<file path="src/design/fvn_pkg.sv">
// ----------------------------------------------------------------------------
// fvn_pkg
// Shared constants, payload types and the permutation table for the fractal
// value noise unit.
// ----------------------------------------------------------------------------
`default_nettype none
package fvn_pkg;

  localparam int FRAC_BITS   = 16;
  localparam int MAX_OCTAVES = 8;
  localparam int INT_BITS    = 8;
  localparam int POS_W       = INT_BITS + FRAC_BITS;
  localparam int COORD_W     = 24;
  localparam int FREQ_W      = 16;
  localparam int FREQ_FRAC   = 8;
  localparam int SEED_W      = 8;
  localparam int OCT_W       = 4;
  localparam int K_W         = $clog2(MAX_OCTAVES + 1);
  localparam int VAL_W       = FRAC_BITS + INT_BITS;
  localparam int ACC_W       = VAL_W + MAX_OCTAVES;
  localparam int DIV_W       = ACC_W - INT_BITS;
  localparam int NOISE_W     = 16;
  localparam int DEN_W       = MAX_OCTAVES;

  // Register indexes on the configuration port
  localparam logic [1:0] REG_SEED = 2'd0;
  localparam logic [1:0] REG_OCT  = 2'd1;
  localparam logic [1:0] REG_FREQ = 2'd2;

  typedef struct packed {
    logic [POS_W-1:0] px;
    logic [POS_W-1:0] py;
    logic [ACC_W-1:0] acc;
  } fvn_item_t;

  localparam logic [7:0] PERM_ROM [256] = '{
    8'd208,8'd34,8'd231,8'd213,8'd32,8'd248,8'd233,8'd56,8'd161,8'd78,8'd24,8'd140,
    8'd71,8'd48,8'd140,8'd254,8'd245,8'd255,8'd247,8'd247,8'd40,8'd185,8'd248,8'd251,
    8'd245,8'd28,8'd124,8'd204,8'd204,8'd76,8'd36,8'd1,8'd107,8'd28,8'd234,8'd163,
    8'd202,8'd224,8'd245,8'd128,8'd167,8'd204,8'd9,8'd92,8'd217,8'd54,8'd239,8'd174,
    8'd173,8'd102,8'd193,8'd189,8'd190,8'd121,8'd100,8'd108,8'd167,8'd44,8'd43,8'd77,
    8'd180,8'd204,8'd8,8'd81,8'd70,8'd223,8'd11,8'd38,8'd24,8'd254,8'd210,8'd210,
    8'd177,8'd32,8'd81,8'd195,8'd243,8'd125,8'd8,8'd169,8'd112,8'd32,8'd97,8'd53,
    8'd195,8'd13,8'd203,8'd9,8'd47,8'd104,8'd125,8'd117,8'd114,8'd124,8'd165,8'd203,
    8'd181,8'd235,8'd193,8'd206,8'd70,8'd180,8'd174,8'd0,8'd167,8'd181,8'd41,8'd164,
    8'd30,8'd116,8'd127,8'd198,8'd245,8'd146,8'd87,8'd224,8'd149,8'd206,8'd57,8'd4,
    8'd192,8'd210,8'd65,8'd210,8'd129,8'd240,8'd178,8'd105,8'd228,8'd108,8'd245,8'd148,
    8'd140,8'd40,8'd35,8'd195,8'd38,8'd58,8'd65,8'd207,8'd215,8'd253,8'd65,8'd85,
    8'd208,8'd76,8'd62,8'd3,8'd237,8'd55,8'd89,8'd232,8'd50,8'd217,8'd64,8'd244,
    8'd157,8'd199,8'd121,8'd252,8'd90,8'd17,8'd212,8'd203,8'd149,8'd152,8'd140,8'd187,
    8'd234,8'd177,8'd73,8'd174,8'd193,8'd100,8'd192,8'd143,8'd97,8'd53,8'd145,8'd135,
    8'd19,8'd103,8'd13,8'd90,8'd135,8'd151,8'd199,8'd91,8'd239,8'd247,8'd33,8'd39,
    8'd145,8'd101,8'd120,8'd99,8'd3,8'd186,8'd86,8'd99,8'd41,8'd237,8'd203,8'd111,
    8'd79,8'd220,8'd135,8'd158,8'd42,8'd30,8'd154,8'd120,8'd67,8'd87,8'd167,8'd135,
    8'd176,8'd183,8'd191,8'd253,8'd115,8'd184,8'd21,8'd233,8'd58,8'd129,8'd233,8'd142,
    8'd39,8'd128,8'd211,8'd118,8'd137,8'd139,8'd255,8'd114,8'd20,8'd218,8'd113,8'd154,
    8'd27,8'd127,8'd246,8'd250,8'd1,8'd8,8'd198,8'd250,8'd209,8'd92,8'd222,8'd173,
    8'd21,8'd88,8'd102,8'd219
  };

  function automatic logic [7:0] perm_lookup(input logic [7:0] idx);
    return PERM_ROM[idx];
  endfunction

endpackage
`default_nettype wire

</file>
<file path="src/design/fvn_divider.sv">
// ----------------------------------------------------------------------------
// fvn_divider
// Restoring divider, one quotient bit per stage, for the normalization by
// the total octave weight.
// ----------------------------------------------------------------------------
`default_nettype none
module fvn_divider
  import fvn_pkg::*;
(
  input  wire logic             clk_i,
  input  wire logic             rst_ni,
  input  wire logic             en_i,
  input  wire logic [DEN_W-1:0] den_i,
  input  wire logic             valid_i,
  input  wire logic [DIV_W-1:0] num_i,
  output logic                  valid_o,
  output logic [NOISE_W-1:0]    quot_o
);

  logic [NOISE_W-1:0] valid_q;
  logic [DIV_W-1:0]   rem_q   [NOISE_W];
  logic [NOISE_W-1:0] quot_q  [NOISE_W];
  logic [DIV_W-1:0]   rem_in  [NOISE_W];
  logic [NOISE_W-1:0] quot_in [NOISE_W];
  logic [DIV_W-1:0]   rem_d   [NOISE_W];
  logic [NOISE_W-1:0] quot_d  [NOISE_W];
  logic [DIV_W-1:0]   trial;

  // Stage g decides quotient bit NOISE_W-1-g
  always_comb begin
    rem_in[0]  = num_i;
    quot_in[0] = '0;
    for (int g = 1; g < NOISE_W; g++) begin
      rem_in[g]  = rem_q[g-1];
      quot_in[g] = quot_q[g-1];
    end
    for (int g = 0; g < NOISE_W; g++) begin
      trial     = DIV_W'(den_i) << (NOISE_W - 1 - g);
      rem_d[g]  = rem_in[g];
      quot_d[g] = quot_in[g];
      if (rem_in[g] >= trial) begin
        rem_d[g] = rem_in[g] - trial;
        quot_d[g][NOISE_W-1-g] = 1'b1;
      end
    end
  end

  always_ff @(posedge clk_i or negedge rst_ni) begin
    if (!rst_ni) begin
      valid_q <= '0;
    end else if (en_i) begin
      valid_q <= {valid_q[NOISE_W-2:0], valid_i};
    end
  end

  always_ff @(posedge clk_i) begin
    if (en_i) begin
      for (int g = 0; g < NOISE_W; g++) begin
        rem_q[g]  <= rem_d[g];
        quot_q[g] <= quot_d[g];
      end
    end
  end

  assign valid_o = valid_q[NOISE_W-1];
  assign quot_o  = quot_q[NOISE_W-1];

endmodule
`default_nettype wire

</file>
<file path="config.mk">
export PLATFORM = sky130hd
export DESIGN_NAME = fvn_divider
export DESIGN_NICKNAME = d
export VERILOG_FILES = /design/src/design/fvn_pkg.sv /design/src/design/fvn_divider.sv
export SDC_FILE = /design/constraint.sdc
export NUM_CORES = 1
export LEC_CHECK = 0
export ABC_AREA = 1
export BUFFER_PORTS_ARGS = -buffer_cell sky130_fd_sc_hd__buf_2
export CORE_ASPECT_RATIO = 1.75
export CORE_MARGIN = 5
export CORE_UTILIZATION = 35
export DETAILED_ROUTE_END_ITERATION = 10
export MAX_ROUTING_LAYER = met4
export PLACE_DENSITY = 0.5
export SYNTH_ARGS = -nofsm -noshare
export SYNTH_HDL_FRONTEND = slang
export SYNTH_SLANG_ARGS = --single-unit
export TNS_END_PERCENT = 100
</file>
<file path="constraint.sdc">
create_clock -name clk_i -period 3.5 [get_ports clk_i]
set_clock_uncertainty 0.15 [all_clocks]
set_input_delay 1.05 -clock clk_i [delete_from_list [all_inputs] [get_ports clk_i]]
set_output_delay 1.05 -clock clk_i [all_outputs]
set_load 0.05 [all_outputs]
</file>
# Yosys cells after proc, flatten, opt, wreduce, memory -nomap -nowiden
# Memories as Yosys holds them, arrays and structs flattened.
# Cells that the tools add are included.
word_totals:
  ff_bits: 16
  ram_bits: 640
  in_bits: 36
  output_inout_bits: 17
  n_memories: 2
classes:
  addsub: 16
  order_cmp: 16
  n_mux: 34
mem_list:
  columns: ["name", "words", "word_bits", "rd", "rd_ports_with_merged_regs", "wr", "line", "text"]
  rows:
  - ["rem_q", 16, 24, 15, 0, 16, "fvn_divider.sv:21", "logic [DIV_W-1:0] rem_q [NOISE_W];"]
  - ["quot_q", 16, 16, 16, 0, 16, "fvn_divider.sv:22", "logic [NOISE_W-1:0] quot_q [NOISE_W];"]
op_table:
  columns: ["op", "count"]
  rows:
  - ["$mux 24", 16]
  - ["$ge 24x10->1", 1]
  - ["$ge 24x11->1", 1]
  - ["$ge 24x12->1", 1]
  - ["$ge 24x13->1", 1]
  - ["$ge 24x14->1", 1]
  - ["$ge 24x15->1", 1]
  - ["$ge 24x16->1", 1]
  - ["$ge 24x17->1", 1]
  - ["$ge 24x18->1", 1]
  - ["$ge 24x19->1", 1]
  - ["$ge 24x20->1", 1]
  - ["$ge 24x21->1", 1]
  - ["$ge 24x22->1", 1]
  - ["$ge 24x23->1", 1]
  - ["$ge 24x8->1", 1]
  - ["$ge 24x9->1", 1]
  - ["$sub 24x10->24", 1]
  - ["$sub 24x11->24", 1]
  - ["$sub 24x12->24", 1]
  - ["$sub 24x13->24", 1]
  - ["$sub 24x14->24", 1]
  - ["$sub 24x15->24", 1]
  - ["$sub 24x16->24", 1]
  - ["10 further kinds", 27]

# Logic depth before layout (Yosys ltp)
# An unclocked memory read counts as a cell.
depth:
  word_depth: 3
  mapped_depth: 14
  ltp_nobuf: 14

# Worst setup path after synthesis
# No wires, ideal clock.
synth_timing:
  kind: "input -> register"
  start: "input port den_i[1]"
  end: "memory rem_q[0][159] (netlist name) (data pin)"
  setup_ps: 253
  arrival_time_ps: 2802
  required_time_ps: 3097
  slack_ps: 295
  stages: 11
  path_buffers: 1
  cell_sequence: "inv_1 -> ha_1 -> nand3_1 -> nand3_1 -> nand2_1 -> nand3_1 -> nand2_2 -> nand3_4 -> buf_8 -> nand2_1 -> nand2_1"
synth_rtl:
  columns: ["item", "line", "text"]
  rows:
  - ["start: declaration", "fvn_divider.sv:13", "input wire logic [DEN_W-1:0] den_i,"]
  - ["end: declaration", "fvn_divider.sv:21", null]

==> out/summary.md <==
### Floorplan
- 139 — standard-cell row count
- 53 — top-level port count
- 88000 sq um — area of the die
- 81700 sq um — core area
- 0.351 — starting utilization of the core area
- 226 microns — width of the die
- 389 microns — Die H

### Setup path
- flip-flop — capturing element type of the critical path
- 0.64 ns — FF-to-FF setup slack
- 17 — maximum fanout along the worst path
- 3.33 ns — data arrival time of the critical path
- 0.33 ns — maximum single-stage delay on the critical path
- buf_2, inv_1, buf_12, buf_4, ha_1, nand2_1, nor2_1, nand3_1, nor2_1, nor2_1, buf_4, nand2_4, inv_6, buf_4, nand2_4, nand2_2 — chain of cells forming the critical path
- 3.75 ns — required time of the worst setup path
- simple AND/OR/NAND/NOR gates — dominant delay contributor by cell family on the critical path
- 7 — CP Buf/Inv Count
- input pin to flip-flop — Setup CP Type
- input pin — startpoint kind of the worst setup timing path
- den_i[5] — source of the critical timing path
- sky130_fd_sc_hd__ha_1 — cell with the largest stage delay on the worst path
- rem_q[1][33] — r2r startpoint

### Logic synthesis
- 3330 — post-synthesis net count
- 0.533 — share of the yosys chip area belonging to registers
- 3151 — Synth Instances
- 9.11 sq um — average instance area after synthesis
- sky130_fd_sc_hd__edfxtp_1 — top flip-flop cell by instance count after synthesis
- 512 — Seq cells post-synth
- 496 — number of synthesized flops with an enable pin
- 59 — library cells used by synthesis
- 28700 sq um — synthesized cell area
- 0 — Warnings, synthesis
- 0.0313 — ys async rst share

### Placement
- 52 — buffers added on ports
- 60800 microns — placed wire-length estimate after detailed placement
- 4381 — placed cell count
- 0.987 — global placer's final weighted congestion

### Timing
- false — RSZ-0062 raised after global routing
- 0 — Final Max Tran Viols
- 0.325 GHz — Achievable Freq
- 0 — endpoints failing hold
- 0.782 ns — transition time at the pin with the least slew margin
- 3.08 ns — Min Clock Period, post-route
- 0.478 — relative slew slack
- 0.880 — post-route clock period utilization
- 0 ns — sum of negative setup slack
- 0 — final-report setup violation count

### Layout
- sky130_fd_sc_hd__nand2_1 — commonest non-fill, non-tap cell in the layout
- 0.116 — share of layout cells above drive strength 1
- 3558 — nets
- 0 — Ant. Diodes
- 15.8% — signed area change from the synthesized netlist to the final layout
- 0.407 — utilization of the core after routing
- sky130_fd_sc_hd__nand2_1, sky130_fd_sc_hd__edfxtp_1, sky130_fd_sc_hd__inv_1 — commonest non-fill, non-tap cells in the layout
- 4481 — number of standard cells in the layout, taps in and fillers out

### Global routing
- 0 — Congestion Overflow GR
- 0.177 — total global routing track utilization
- 69 — largest net degree at the start of global routing
- 0 — antenna violations before repair
- 22000 — vias in the first global route
- 117000 microns — wire length of the first global-routing pass

### Route
- 893 — iteration-0 DRC count of the detailed router
- 0 — number of nets still failing antenna checks after routing
- 76000 microns — final WL
- 21500 — vias after detailed routing
- 0 — final routed DRC violation total
- 17.0 microns — routed length per instance
- 7 — first-pass iteration count of the detailed router
- 4.79 — average via count per standard cell

### Clock tree
- 53 — number of buffers added by the clock tree synthesis step
- 0.07 ns — Clock transition at path regs
- 0 — post-CTS setup-driven buffer insertion count
- 512 — clock net sink count
- yes — CTS tree
- 3 — buffers from clock root to sink, at most
- 0 — CTS hold repair buffers
- 2 — number of levels the H-tree was split into
- 0.64 ns — clock latency reported for the late side of the worst-skew pair
- sky130_fd_sc_hd__clkbuf_16 — CTS root buf
- 0 — PostCTS Resize Cnt

### Run
- 0 — max_cap viols

### Power
- 0.404 mV — Peak VDD IR
- 645 nW/um^2 — Cell Pwr Density
- 14.3 nW — LEAKAGE

### Worst hold path
- input pin to async pin — classification of the worst-slack hold path

### Outcome
- finished, final reports clean — result of the run

-- power by group --
group | switching, W | internal [W] | total, W
Sequential | 0.000775 | 0.00811 | 0.00889
Combinational | 0.00422 | 0.00248 | 0.00669
Clock | 0.00254 | 0.00331 | 0.00585
Total | 0.00753 | 0.0139 | 0.0214
-- metal layers --
metal	global-route usage	share of wire	vias up	wire length, microns
met5	-	0	-	0
met4	0.0849	0.055	0	4210
met3	0.0189	0.022	200	1650
met2	0.366	0.60	309	45700
met1	0.150	0.32	9991	24400
li1	-	-	11000	-
-- cell usage after synthesis (all sizes together) (35+ instances only) --
cell	number	area (sq um)
nand2	958	3690
edfxtp	496	14900
inv	413	1560
nor2	372	1500
nand3	184	971
a21oi	136	729
ha	128	1600
o21ai	119	667
nand4	85	547
xor2	52	455
nor3	38	244
xnor2	35	307
-- area by class of cell --
cell class | instances | area (sq um)
tap | 1057 | 1320
inverter | 414 | 1570
fill | 8258 | 48500
timing repair buffer | 196 | 1650
clock inverter | 38 | 375
multi-input combinational | 2202 | 11600
sequential | 512 | 15300
clock buffer | 62 | 1420
-- stage by stage --
| stage | setup slack, ns | power [W] | hold slack, ns | instance area [sq um] |
|---|---|---|---|---|
| floorplan | 0.295 | 0.0134 | 0.250 | 28700 |
| global placement | -0.276 | 0.0157 | 0.251 | 31400 |
| detailed placement | -0.280 | 0.0158 | 0.255 | 31400 |
| CTS | 0.420 | 0.0217 | 0.167 | 33200 |
| global route | 0.271 | 0.0229 | 0.194 | 33200 |
| finish | 0.419 | 0.0214 | 0.183 | 33200 |
-- sequential cells by signal, summed over array words and instances, names as in the netlist --
name and cells:
rem_q 360, quot_q 136, valid_q 16
-- kinds of logic (layout without fill, tap and decap cells) --
kind of cell               count (synthesis)  after routing  share of synthesized area
adders and majority gates                143            143                     0.0663
buffers and inverters                    437            710                     0.0629
DFF                                      512            512                      0.533
AOI/OAI and AO/OA                        279            279                     0.0550
xor gates and xnor gates                  87             87                     0.0266
and+or+nand+nor                         1691           1691                      0.256
muxes                                      2              2                   0.000785
-- final timing paths --
| kind | endpoint | cells past startpoint |
|---|---|---|
| max in group asynchronous | valid_q[15] | 1 |
| min in group clk_i | quot_q[1][70] | 0 |
| worst max-delay path | rem_q[1][31] | 16 |
| worst min-delay path | valid_q[12] | 1 |
| worst min register to register | quot_q[1][70] | 0 |
| worst max register to register | rem_q[1][54] | 9 |
Note: power is estimated with default switching activity, not from simulation.
